$ cat src/hdl/cmsd_pkg.sv
// cmsd_pkg: shared types and constants of the column mean / standard deviation block
// holds the input item and result item structs, engine status and engine states
// no dependencies
`default_nettype none

package cmsd_pkg;

    // fixed field widths of the items
    localparam int SAMPLE_W  = 8;
    localparam int MEAN_W    = 24;
    localparam int SD_W      = 24;
    localparam int GOOD_W    = 17;
    localparam int FRAC_W    = 16;

    // variance scaled by 2^32 stays below 2^47, so its root fits in SD_W bits
    localparam int VAR_FRAC_W = 32;
    localparam int ROOT_IN_W  = 2 * SD_W;

    // missing code after reset
    localparam logic [SAMPLE_W-1:0] MISSING_RESET = 8'd3;

    // one input item
    typedef struct packed {
        logic [SAMPLE_W-1:0] sample_value;
        logic                end_of_column;
    } sample_t;

    // one result item
    typedef struct packed {
        logic [MEAN_W-1:0] mean_value;
        logic [SD_W-1:0]   std_dev;
        logic [GOOD_W-1:0] good_count;
        logic              stats_defined;
    } result_t;

    // engine status toward the top level
    typedef struct packed {
        logic idle;
        logic res_valid;
    } eng_status_t;

    // engine sequencer states
    typedef enum logic [2:0] {
        ST_IDLE,
        ST_MUL,
        ST_DIV_MEAN,
        ST_DIV_VAR,
        ST_SQRT,
        ST_DONE
    } eng_state_t;

endpackage

`default_nettype wire

$ cat src/hdl/cmsd_engine.sv
// cmsd_engine: end-of-column arithmetic, one bit (or one root digit) per cycle
// shift-add products, a shared restoring divider for mean and variance, a digit root
// depends on cmsd_pkg
`default_nettype none

module cmsd_engine #(
    parameter int CNT_W = 17
) (
    input  wire logic                        aclk,
    input  wire logic                        aresetn,
    input  wire logic                        start,
    input  wire logic [CNT_W-1:0]            op_count,
    input  wire logic [CNT_W+7:0]            op_sum,
    input  wire logic [CNT_W+15:0]           op_sumsq,
    input  wire logic                        res_ready,
    output cmsd_pkg::eng_status_t            status,
    output cmsd_pkg::result_t                result
);

    localparam int SUM_W   = CNT_W + 8;
    localparam int SQ_W    = CNT_W + 16;
    localparam int NUM_W   = 2 * CNT_W + 16;
    localparam int DEN_W   = 2 * CNT_W;
    localparam int DVD_W   = NUM_W + cmsd_pkg::VAR_FRAC_W;
    localparam int STEP_W  = $clog2(DVD_W);
    localparam int QUO_W   = cmsd_pkg::ROOT_IN_W;
    localparam int ROOT_W  = cmsd_pkg::SD_W;
    localparam int SREM_W  = ROOT_W + 2;

    cmsd_pkg::eng_state_t state_reg, state_next;
    logic [STEP_W-1:0]    step_reg, step_next;

    // captured column totals
    logic [CNT_W-1:0]     count_reg, count_next;
    logic [SUM_W-1:0]     sumc_reg, sumc_next;
    logic                 defined_reg, defined_next;

    // shift-add multipliers
    logic [SUM_W-1:0]     mpl_sum_reg, mpl_sum_next;
    logic [SUM_W-1:0]     mpl_cnt_reg, mpl_cnt_next;
    logic [NUM_W-1:0]     mc_sq_reg, mc_sq_next;
    logic [NUM_W-1:0]     mc_sum_reg, mc_sum_next;
    logic [DEN_W-1:0]     mc_cnt_reg, mc_cnt_next;
    logic [NUM_W-1:0]     p1_reg, p1_next;
    logic [NUM_W-1:0]     p2_reg, p2_next;
    logic [DEN_W-1:0]     den_reg, den_next;

    // shared divider
    logic [DVD_W-1:0]     dvd_reg, dvd_next;
    logic [DEN_W-1:0]     dvs_reg, dvs_next;
    logic [DEN_W-1:0]     rem_reg, rem_next;
    logic [QUO_W-1:0]     quo_reg, quo_next;
    logic [cmsd_pkg::MEAN_W-1:0] mean_reg, mean_next;

    // digit root
    logic [QUO_W-1:0]     rad_reg, rad_next;
    logic [SREM_W-1:0]    srem_reg, srem_next;
    logic [ROOT_W-1:0]    root_reg, root_next;

    // divider step: one quotient bit
    logic [DEN_W:0]       rem_sh;
    logic [DEN_W:0]       dvs_ext;
    logic                 div_ge;
    logic [DEN_W-1:0]     rem_step;
    logic [QUO_W-1:0]     quo_step;
    logic [NUM_W-1:0]     num_val;

    assign rem_sh   = {rem_reg, dvd_reg[DVD_W-1]};
    assign dvs_ext  = {1'b0, dvs_reg};
    assign div_ge   = (rem_sh >= dvs_ext);
    assign rem_step = div_ge ? DEN_W'(rem_sh - dvs_ext) : DEN_W'(rem_sh);
    assign quo_step = {quo_reg[QUO_W-2:0], div_ge};
    assign num_val  = (p1_reg >= p2_reg) ? (p1_reg - p2_reg) : '0;

    // root step: one result bit from two radicand bits
    logic [SREM_W+1:0]    srem_sh;
    logic [SREM_W+1:0]    trial;
    logic                 sq_ge;

    assign srem_sh = {srem_reg, rad_reg[QUO_W-1:QUO_W-2]};
    assign trial   = {2'b00, root_reg, 2'b01};
    assign sq_ge   = (srem_sh >= trial);

    // sequencer and datapath next values
    always_comb begin
        state_next   = state_reg;
        step_next    = step_reg;
        count_next   = count_reg;
        sumc_next    = sumc_reg;
        defined_next = defined_reg;
        mpl_sum_next = mpl_sum_reg;
        mpl_cnt_next = mpl_cnt_reg;
        mc_sq_next   = mc_sq_reg;
        mc_sum_next  = mc_sum_reg;
        mc_cnt_next  = mc_cnt_reg;
        p1_next      = p1_reg;
        p2_next      = p2_reg;
        den_next     = den_reg;
        dvd_next     = dvd_reg;
        dvs_next     = dvs_reg;
        rem_next     = rem_reg;
        quo_next     = quo_reg;
        mean_next    = mean_reg;
        rad_next     = rad_reg;
        srem_next    = srem_reg;
        root_next    = root_reg;

        case (state_reg)
            cmsd_pkg::ST_IDLE: begin
                if (start) begin
                    count_next   = op_count;
                    sumc_next    = op_sum;
                    defined_next = (op_count >= CNT_W'(2));
                    mpl_sum_next = op_sum;
                    mpl_cnt_next = SUM_W'(op_count);
                    mc_sq_next   = NUM_W'(op_sumsq);
                    mc_sum_next  = NUM_W'(op_sum);
                    mc_cnt_next  = DEN_W'(op_count - CNT_W'(1));
                    p1_next      = '0;
                    p2_next      = '0;
                    den_next     = '0;
                    step_next    = STEP_W'(SUM_W - 1);
                    if (op_count < CNT_W'(2)) begin
                        state_next = cmsd_pkg::ST_DONE;
                    end else begin
                        state_next = cmsd_pkg::ST_MUL;
                    end
                end
            end

            cmsd_pkg::ST_MUL: begin
                // one multiplier bit per cycle for all three products
                if (mpl_cnt_reg[0]) begin
                    p1_next  = p1_reg + mc_sq_reg;
                    den_next = den_reg + mc_cnt_reg;
                end
                if (mpl_sum_reg[0]) begin
                    p2_next = p2_reg + mc_sum_reg;
                end
                mpl_sum_next = mpl_sum_reg >> 1;
                mpl_cnt_next = mpl_cnt_reg >> 1;
                mc_sq_next   = mc_sq_reg << 1;
                mc_sum_next  = mc_sum_reg << 1;
                mc_cnt_next  = mc_cnt_reg << 1;
                step_next    = step_reg - STEP_W'(1);
                if (step_reg == '0) begin
                    // mean: sum * 2^16 / count
                    dvd_next   = DVD_W'({sumc_reg, {cmsd_pkg::FRAC_W{1'b0}}});
                    dvs_next   = DEN_W'(count_reg);
                    rem_next   = '0;
                    quo_next   = '0;
                    step_next  = STEP_W'(DVD_W - 1);
                    state_next = cmsd_pkg::ST_DIV_MEAN;
                end
            end

            cmsd_pkg::ST_DIV_MEAN: begin
                dvd_next  = dvd_reg << 1;
                rem_next  = rem_step;
                quo_next  = quo_step;
                step_next = step_reg - STEP_W'(1);
                if (step_reg == '0) begin
                    // variance: (n*sumsq - sum^2) * 2^32 / (n*(n-1))
                    mean_next  = quo_step[cmsd_pkg::MEAN_W-1:0];
                    dvd_next   = {num_val, {cmsd_pkg::VAR_FRAC_W{1'b0}}};
                    dvs_next   = den_reg;
                    rem_next   = '0;
                    quo_next   = '0;
                    step_next  = STEP_W'(DVD_W - 1);
                    state_next = cmsd_pkg::ST_DIV_VAR;
                end
            end

            cmsd_pkg::ST_DIV_VAR: begin
                dvd_next  = dvd_reg << 1;
                rem_next  = rem_step;
                quo_next  = quo_step;
                step_next = step_reg - STEP_W'(1);
                if (step_reg == '0) begin
                    rad_next   = quo_step;
                    srem_next  = '0;
                    root_next  = '0;
                    step_next  = STEP_W'(ROOT_W - 1);
                    state_next = cmsd_pkg::ST_SQRT;
                end
            end

            cmsd_pkg::ST_SQRT: begin
                rad_next = rad_reg << 2;
                if (sq_ge) begin
                    srem_next = SREM_W'(srem_sh - trial);
                    root_next = {root_reg[ROOT_W-2:0], 1'b1};
                end else begin
                    srem_next = SREM_W'(srem_sh);
                    root_next = {root_reg[ROOT_W-2:0], 1'b0};
                end
                step_next = step_reg - STEP_W'(1);
                if (step_reg == '0) begin
                    state_next = cmsd_pkg::ST_DONE;
                end
            end

            cmsd_pkg::ST_DONE: begin
                if (res_ready) begin
                    state_next = cmsd_pkg::ST_IDLE;
                end
            end

            default: begin
                state_next = cmsd_pkg::ST_IDLE;
            end
        endcase
    end

    // control registers
    always_ff @(posedge aclk) begin
        if (!aresetn) begin
            state_reg <= cmsd_pkg::ST_IDLE;
            step_reg  <= '0;
        end else begin
            state_reg <= state_next;
            step_reg  <= step_next;
        end
    end

    // datapath registers
    always_ff @(posedge aclk) begin
        count_reg   <= count_next;
        sumc_reg    <= sumc_next;
        defined_reg <= defined_next;
        mpl_sum_reg <= mpl_sum_next;
        mpl_cnt_reg <= mpl_cnt_next;
        mc_sq_reg   <= mc_sq_next;
        mc_sum_reg  <= mc_sum_next;
        mc_cnt_reg  <= mc_cnt_next;
        p1_reg      <= p1_next;
        p2_reg      <= p2_next;
        den_reg     <= den_next;
        dvd_reg     <= dvd_next;
        dvs_reg     <= dvs_next;
        rem_reg     <= rem_next;
        quo_reg     <= quo_next;
        mean_reg    <= mean_next;
        rad_reg     <= rad_next;
        srem_reg    <= srem_next;
        root_reg    <= root_next;
    end

    // status and result
    logic [31:0] count_ext;

    assign count_ext = 32'(count_reg);

    assign status.idle      = (state_reg == cmsd_pkg::ST_IDLE);
    assign status.res_valid = (state_reg == cmsd_pkg::ST_DONE);

    assign result.mean_value    = defined_reg ? mean_reg : '0;
    assign result.std_dev       = defined_reg ? root_reg : '0;
    assign result.good_count    = count_ext[cmsd_pkg::GOOD_W-1:0];
    assign result.stats_defined = defined_reg;

`ifndef SYNTHESIS
    // a column with fewer than two good samples finishes at once
    a_short_column: assert property (@(posedge aclk) disable iff (!aresetn)
        (state_reg == cmsd_pkg::ST_IDLE) && start && (op_count < CNT_W'(2))
        |=> (state_reg == cmsd_pkg::ST_DONE))
        else $error("short column did not go straight to done");

    // divider remainder stays below the divisor
    a_rem_bound: assert property (@(posedge aclk) disable iff (!aresetn)
        ((state_reg == cmsd_pkg::ST_DIV_MEAN) || (state_reg == cmsd_pkg::ST_DIV_VAR))
        |-> (rem_reg < dvs_reg))
        else $error("divider remainder reached the divisor");

    // root remainder never exceeds twice the partial root
    a_root_bound: assert property (@(posedge aclk) disable iff (!aresetn)
        (state_reg == cmsd_pkg::ST_SQRT) |-> (srem_reg <= SREM_W'({root_reg, 1'b0})))
        else $error("root remainder out of range");

    // a waiting result holds until taken
    a_result_hold: assert property (@(posedge aclk) disable iff (!aresetn)
        status.res_valid && !res_ready |=> status.res_valid && $stable(result))
        else $error("result changed while waiting");
`endif

endmodule

`default_nettype wire

$ cat src/hdl/column_mean_stddev_missing_skip.sv
// column_mean_stddev_missing_skip: top level, accumulation, config register, output register
// one item per cycle accumulation while the engine idles; end-of-column math in cmsd_engine
// depends on cmsd_pkg and cmsd_engine
//
// usage:
//   s_valid/s_ready/s_data carry one sample item per cycle; samples equal to the
//   missing code are skipped, good samples past MAX_ROWS in a column are ignored.
//   cfg_valid/cfg_ready/cfg_data write the missing code (always ready, reset 3).
//   m_valid/m_ready/m_data carry one result item per column, caused by the item
//   with end_of_column set (that item's own sample is counted first).
// column end:
//   items without end_of_column are taken every cycle while the engine is idle.
//   after an end_of_column item the bit-serial engine (shift-add products, restoring
//   divider run twice, root one digit a cycle) holds s_ready low until its result
//   moves into the output register and m_valid rises. a column with fewer than two
//   good samples skips the arithmetic and goes straight to the engine's done state.
// reset:
//   clears the sums and count, the engine and m_valid; the missing code returns to 3.
// stall:
//   a result waits in the output register while the next column streams in; if the
//   next column ends first, the engine holds its result and s_ready stays low.
`default_nettype none

module column_mean_stddev_missing_skip #(
    parameter int MAX_ROWS = 65536
) (
    input  wire logic                                aclk,
    input  wire logic                                aresetn,
    input  wire logic                                s_valid,
    output logic                                     s_ready,
    input  wire cmsd_pkg::sample_t                   s_data,
    output logic                                     m_valid,
    input  wire logic                                m_ready,
    output cmsd_pkg::result_t                        m_data,
    input  wire logic                                cfg_valid,
    output logic                                     cfg_ready,
    input  wire logic [cmsd_pkg::SAMPLE_W-1:0]       cfg_data
);

    localparam int CNT_W = $clog2(MAX_ROWS + 1);
    localparam int SUM_W = CNT_W + 8;
    localparam int SQ_W  = CNT_W + 16;

    logic [cmsd_pkg::SAMPLE_W-1:0] missing_reg, missing_next;
    logic [CNT_W-1:0]              cnt_reg, cnt_next;
    logic [SUM_W-1:0]              sum_reg, sum_next;
    logic [SQ_W-1:0]               sq_reg, sq_next;
    logic                          m_valid_reg, m_valid_next;
    cmsd_pkg::result_t             m_data_reg, m_data_next;

    cmsd_pkg::eng_status_t         eng_status;
    cmsd_pkg::result_t             eng_result;
    logic                          eng_start;
    logic                          res_ready;

    logic                          take;
    logic                          good;
    logic [15:0]                   x_sq;
    logic [CNT_W-1:0]              cnt_add;
    logic [SUM_W-1:0]              sum_add;
    logic [SQ_W-1:0]               sq_add;

    // input handshake
    assign s_ready   = eng_status.idle;
    assign cfg_ready = 1'b1;
    assign take      = s_valid && s_ready;
    assign eng_start = take && s_data.end_of_column;

    // accumulate one good sample
    assign good    = (s_data.sample_value != missing_reg) && (cnt_reg < CNT_W'(MAX_ROWS));
    assign x_sq    = 16'(s_data.sample_value) * 16'(s_data.sample_value);
    assign cnt_add = cnt_reg + CNT_W'(good);
    assign sum_add = good ? (sum_reg + SUM_W'(s_data.sample_value)) : sum_reg;
    assign sq_add  = good ? (sq_reg + SQ_W'(x_sq)) : sq_reg;

    // output register takes the engine result when empty or draining
    assign res_ready = !m_valid_reg || m_ready;

    always_comb begin
        missing_next = missing_reg;
        cnt_next     = cnt_reg;
        sum_next     = sum_reg;
        sq_next      = sq_reg;
        m_valid_next = m_valid_reg;
        m_data_next  = m_data_reg;

        if (cfg_valid && cfg_ready) begin
            missing_next = cfg_data;
        end

        // column end clears the sums, the engine captures the totals
        if (take) begin
            if (s_data.end_of_column) begin
                cnt_next = '0;
                sum_next = '0;
                sq_next  = '0;
            end else begin
                cnt_next = cnt_add;
                sum_next = sum_add;
                sq_next  = sq_add;
            end
        end

        if (m_valid_reg && m_ready) begin
            m_valid_next = 1'b0;
        end
        if (eng_status.res_valid && res_ready) begin
            m_valid_next = 1'b1;
            m_data_next  = eng_result;
        end
    end

    always_ff @(posedge aclk) begin
        if (!aresetn) begin
            missing_reg <= cmsd_pkg::MISSING_RESET;
            cnt_reg     <= '0;
            sum_reg     <= '0;
            sq_reg      <= '0;
            m_valid_reg <= 1'b0;
        end else begin
            missing_reg <= missing_next;
            cnt_reg     <= cnt_next;
            sum_reg     <= sum_next;
            sq_reg      <= sq_next;
            m_valid_reg <= m_valid_next;
        end
    end

    always_ff @(posedge aclk) begin
        m_data_reg <= m_data_next;
    end

    assign m_valid = m_valid_reg;
    assign m_data  = m_data_reg;

    // end-of-column arithmetic
    cmsd_engine #(
        .CNT_W (CNT_W)
    ) u_engine (
        .aclk      (aclk),
        .aresetn   (aresetn),
        .start     (eng_start),
        .op_count  (cnt_add),
        .op_sum    (sum_add),
        .op_sumsq  (sq_add),
        .res_ready (res_ready),
        .status    (eng_status),
        .result    (eng_result)
    );

`ifndef SYNTHESIS
    // a column end leaves cleared sums for the next column
    a_column_clear: assert property (@(posedge aclk) disable iff (!aresetn)
        take && s_data.end_of_column |=> (cnt_reg == '0) && (sum_reg == '0) && (sq_reg == '0))
        else $error("sums not cleared after column end");

    // the good count saturates at the row limit
    a_count_limit: assert property (@(posedge aclk) disable iff (!aresetn)
        cnt_reg <= CNT_W'(MAX_ROWS))
        else $error("good count passed the row limit");

    // an undefined result carries zero statistics
    a_undefined_zero: assert property (@(posedge aclk) disable iff (!aresetn)
        m_valid_reg && !m_data_reg.stats_defined
        |-> (m_data_reg.mean_value == '0) && (m_data_reg.std_dev == '0))
        else $error("undefined result with nonzero statistics");
`endif

endmodule

`default_nettype wire

$ cat config.mk
export PLATFORM = sky130hd
export DESIGN_NAME = column_mean_stddev_missing_skip
export DESIGN_NICKNAME = d
export VERILOG_FILES = /design/src/hdl/cmsd_pkg.sv /design/src/hdl/cmsd_engine.sv /design/src/hdl/column_mean_stddev_missing_skip.sv
export SDC_FILE = /design/constraint.sdc
export NUM_CORES = 2
export LEC_CHECK = 0
export BUFFER_PORTS_ARGS = -buffer_cell sky130_fd_sc_hd__buf_2
export CAP_MARGIN = 20
export CORE_MARGIN = 1
export CORE_UTILIZATION = 28
export DETAILED_ROUTE_END_ITERATION = 10
export SLEW_MARGIN = 0
export SYNTH_ARGS = -nofsm -noshare
export SYNTH_HDL_FRONTEND = slang
export SYNTH_SLANG_ARGS = --single-unit
export TNS_END_PERCENT = 20
$ cat constraint.sdc
create_clock -name aclk -period 10.8 [get_ports aclk]
set_input_delay 2.16 -clock aclk [delete_from_list [all_inputs] [get_ports aclk]]
set_output_delay 2.16 -clock aclk [all_outputs]
set_load 0.02 [all_outputs]
==> results by group <==
Outcome
  • Status: finished clean

Place
  • Placed cell count: 7069
  • Placed Area: 51700 um2
  • Port buffer count: 89
  • Place WS: 3200 ps
  • Hpwl dp: 82800 um
  • Routability cong.: 0.877

Synth
  • Yosys reg bits: 816
  • Syn nets: 5202
  • Top-area cell type share of the netlist area: 44.4%
  • Ys async rst share: 0%
  • Cell taking the most area after synthesis: edfxtp_1
  • Most area-consuming cells after synthesis: edfxtp_1 (44%), ha_1 (7.6%), nor2_1 (4.1%), dfxtp_1 (3.9%), nand2_1 (3.5%)
  • Register area share after synthesis: 48.2%
  • Synth Flop Type: edfxtp_1
  • Syn. warnings: 0
  • Netlist Area Pre-Place: 48800 um2
  • Yosys cell types: 108
  • Synth Area per Inst: 10.1 um2
  • EDFF count, synth: 722
  • Post-Syn Instances: 4842

Critical path
  • Critical path class: input pin to flip-flop
  • CP cell instances: buf_2 -> inv_1 -> nor2_1 -> fa_1 -> fa_1 -> inv_1 -> fa_1 -> fa_1 -> inv_1 -> ha_1 -> inv_1 -> o21ai_1 -> or4b_1 -> a31oi_1 -> a41oi_2 -> nor2_4 -> nand3_1 -> or3_1 -> a21oi_1
  • Critical Path AT: 7540 ps
  • Critical path endpoint category: flip-flop
  • Worst Path Required: 11430 ps
  • Slowest CP cell: fa_1
  • Crit Path Max Fanout: 11
  • Startpoint Class: input pin
  • Number of cells on the worst reg-to-reg path: 18
  • Critical path's largest stage delay: 540 ps

STA
  • Slew @ Worst Pin: 1110 ps
  • Final hold vios: 0
  • Fin. max-slew vios: 0
  • Final TNS setup: 0 ps
  • Clock Skew: 53.8 ps
  • Final setup fails: 0
  • Max_slew headroom: 25.0%
  • Unrepaired setup endpoints after global routing: no
  • Period minus WS final: 6910 ps
  • Period utilization: 64.0%
  • Worst setup margin: 3890 ps
  • FMAX: 145 MHz

Power
  • Max rail drop VDD: 147 uV
  • Cell Pwr Density: 289 nW/um2
  • P_leak: 21.6 nW
  • Design Power: 15.8 mW

Clock tree
  • # H-tree levels: 3
  • Post_cts resized: 0
  • Clk slew on worst S/H paths: 70 ps
  • Root Driver: clkbuf_16
  • Inserted Clock Buffers: 88
  • Clock latency on the worst-skew pair: 710 ps
  • CTS tree: yes
  • CTS Sinks: 816
  • # hold bufs at CTS: 0
  • Clk buf depth: 3
  • Post-CTS Setup Bufs: 0

Flow run
  • Number of max-cap violations: 0

Route
  • Number of vias per cell: 4.92
  • TritonRoute pass-1 iters: 6
  • Post-Route WL: 118000 um
  • DRC Markers: 0
  • First DRT Iteration DRCs: 2731
  • Post-detailed-route count of antenna-violating nets: 0
  • Routed WL per cell: 16.4 um
  • Vias post-DR: 35573

Global route
  • All-layer global routing usage: 13.4%
  • Largest net degree at the start of global routing: 126
  • Vias in the first global route: 34337
  • Antenna violations before repair: 5
  • First-pass GRT wire length: 189000 um
  • Congestion Overflow GR: 0

Floorplan
  • Ports: 91
  • FP Rows: 152
  • Die ar.: 176000 um2
  • Starting Density: 28.3%
  • Die height: 420 um
  • Die X: 420 um
  • Core area: 172000 um2

Layout
  • Non-Filler Instances: 7237
  • Final Net Count: 5210
  • Share of layout cells above drive strength 1: 7.67%
  • Most frequent cells in the layout: edfxtp_1 (722), nor2_1 (532), nand2_1 (453), a21oi_1 (340), ha_1 (295)
  • P&R area growth vs syn: 12.3%
  • Layout Cell Area excl Fill: 54900 um2
  • Filler Cell Count: 17610
  • Most common cell after layout, fill and taps aside: edfxtp_1

Min path
  • Hold Path Class: flip-flop to flip-flop
  • Hold Crit Depth: 0
## through the flow
| step | hold slack [ps] | util [%] |
|---|---|---|
| floorplan | 422 | - |
| global placement | 456 | 30.0 |
| detailed placement | 454 | 30.0 |
| CTS | 471 | 31.8 |
| global route | 484 | 31.8 |
| finish | 468 | 31.8 |
## critical path, delay by kind of cell
| family | cells | cell delay (ps) |
|---|---|---|
| buffers and inverters | 5 | 550 |
| adder cells (fa/ha/maj) | 5 | 2300 |
| AND/OR/NAND/NOR | 5 | 1500 |
| AO/OA/AOI/OAI | 4 | 1020 |
## where the power goes
group	total [mW]	internal [mW]	switching [mW]
registers	5.15	4.66	0.487
clock network	3.28	1.91	1.37
logic	7.41	2.79	4.61
total	15.8	9.37	6.47
## path summary, 6_finish.rpt
check	from	endpoint	slack (ps)
worst min register to register	u_engine.quo_reg[16]	u_engine.mean_reg[17]	470
worst max register to register	sq_reg[7]	sq_reg[32]	5400
worst min-delay path	u_engine.quo_reg[16]	u_engine.mean_reg[17]	470
worst max-delay path	s_data[6]	sq_reg[32]	3890
## per-layer routing
layer | GRT usage, % | wire length (um) | vias to the layer above
li1 | - | - | 17433
met3 | 2.20 | 5700 | 183
met2 | 21.6 | 54100 | 827
met5 | 0 | 13 | -
met4 | 4.72 | 3840 | 2
met1 | 17.9 | 54700 | 17128
## cell usage after synthesis, types with 7 or more instances
master,number
a31oi_1,51
edfxtp_1,722
or3_1,28
a21boi_0,11
a22oi_1,57
nor2b_1,43
mux2i_1,46
o21ai_1,48
nand2_1,458
or2_2,9
nand4_1,54
nand2b_1,50
clkbuf_1,165
nand3_1,95
o31ai_1,17
o2111ai_1,8
dfxtp_1,94
xnor2_1,153
and2_1,204
buf_2,16
inv_1,282
a21o_1,172
a21oi_1,340
and3_1,43
and4_1,7
a211oi_1,38
mux2_2,35
o21a_1,53
xor2_1,120
o211ai_1,20
nor4_1,11
a2111oi_0,8
o21bai_1,44
a41oi_1,9
a211oi_2,7
fa_1,43
nor3_1,64
nor2_1,537
ha_1,295
a22o_1,17
a221oi_1,7
a211o_1,8
o21ai_0,198
buf_1,16
## kinds of logic (layout without fill, tap and decap cells)
kind of cell / count (synthesis) / in the layout / synth area share (%)
xor+xnor: 275 / 275 / 4.99
compound gates: 1192 / 1192 / 15.9
fa+ha+maj: 339 / 339 / 9.34
mux: 81 / 81 / 1.75
simple gates: 1642 / 1642 / 15.8
flops: 816 / 816 / 48.2
buf+inv: 496 / 580 / 3.99
other cells: 1 / 2 / 0.00768
## cell type report
type	instances	area, um2	share of cell area, %
clock buffer	110	2360	4.29
multi-input combinational	3530	23400	42.7
sequential	816	23600	43.0
antenna	1	2.50	0.00456
clock inverter	56	783	1.43
tap	2310	2890	5.27
timing repair buffer	128	763	1.39
inverter	286	1080	1.96
Note: power is estimated with default switching activity, not from simulation.
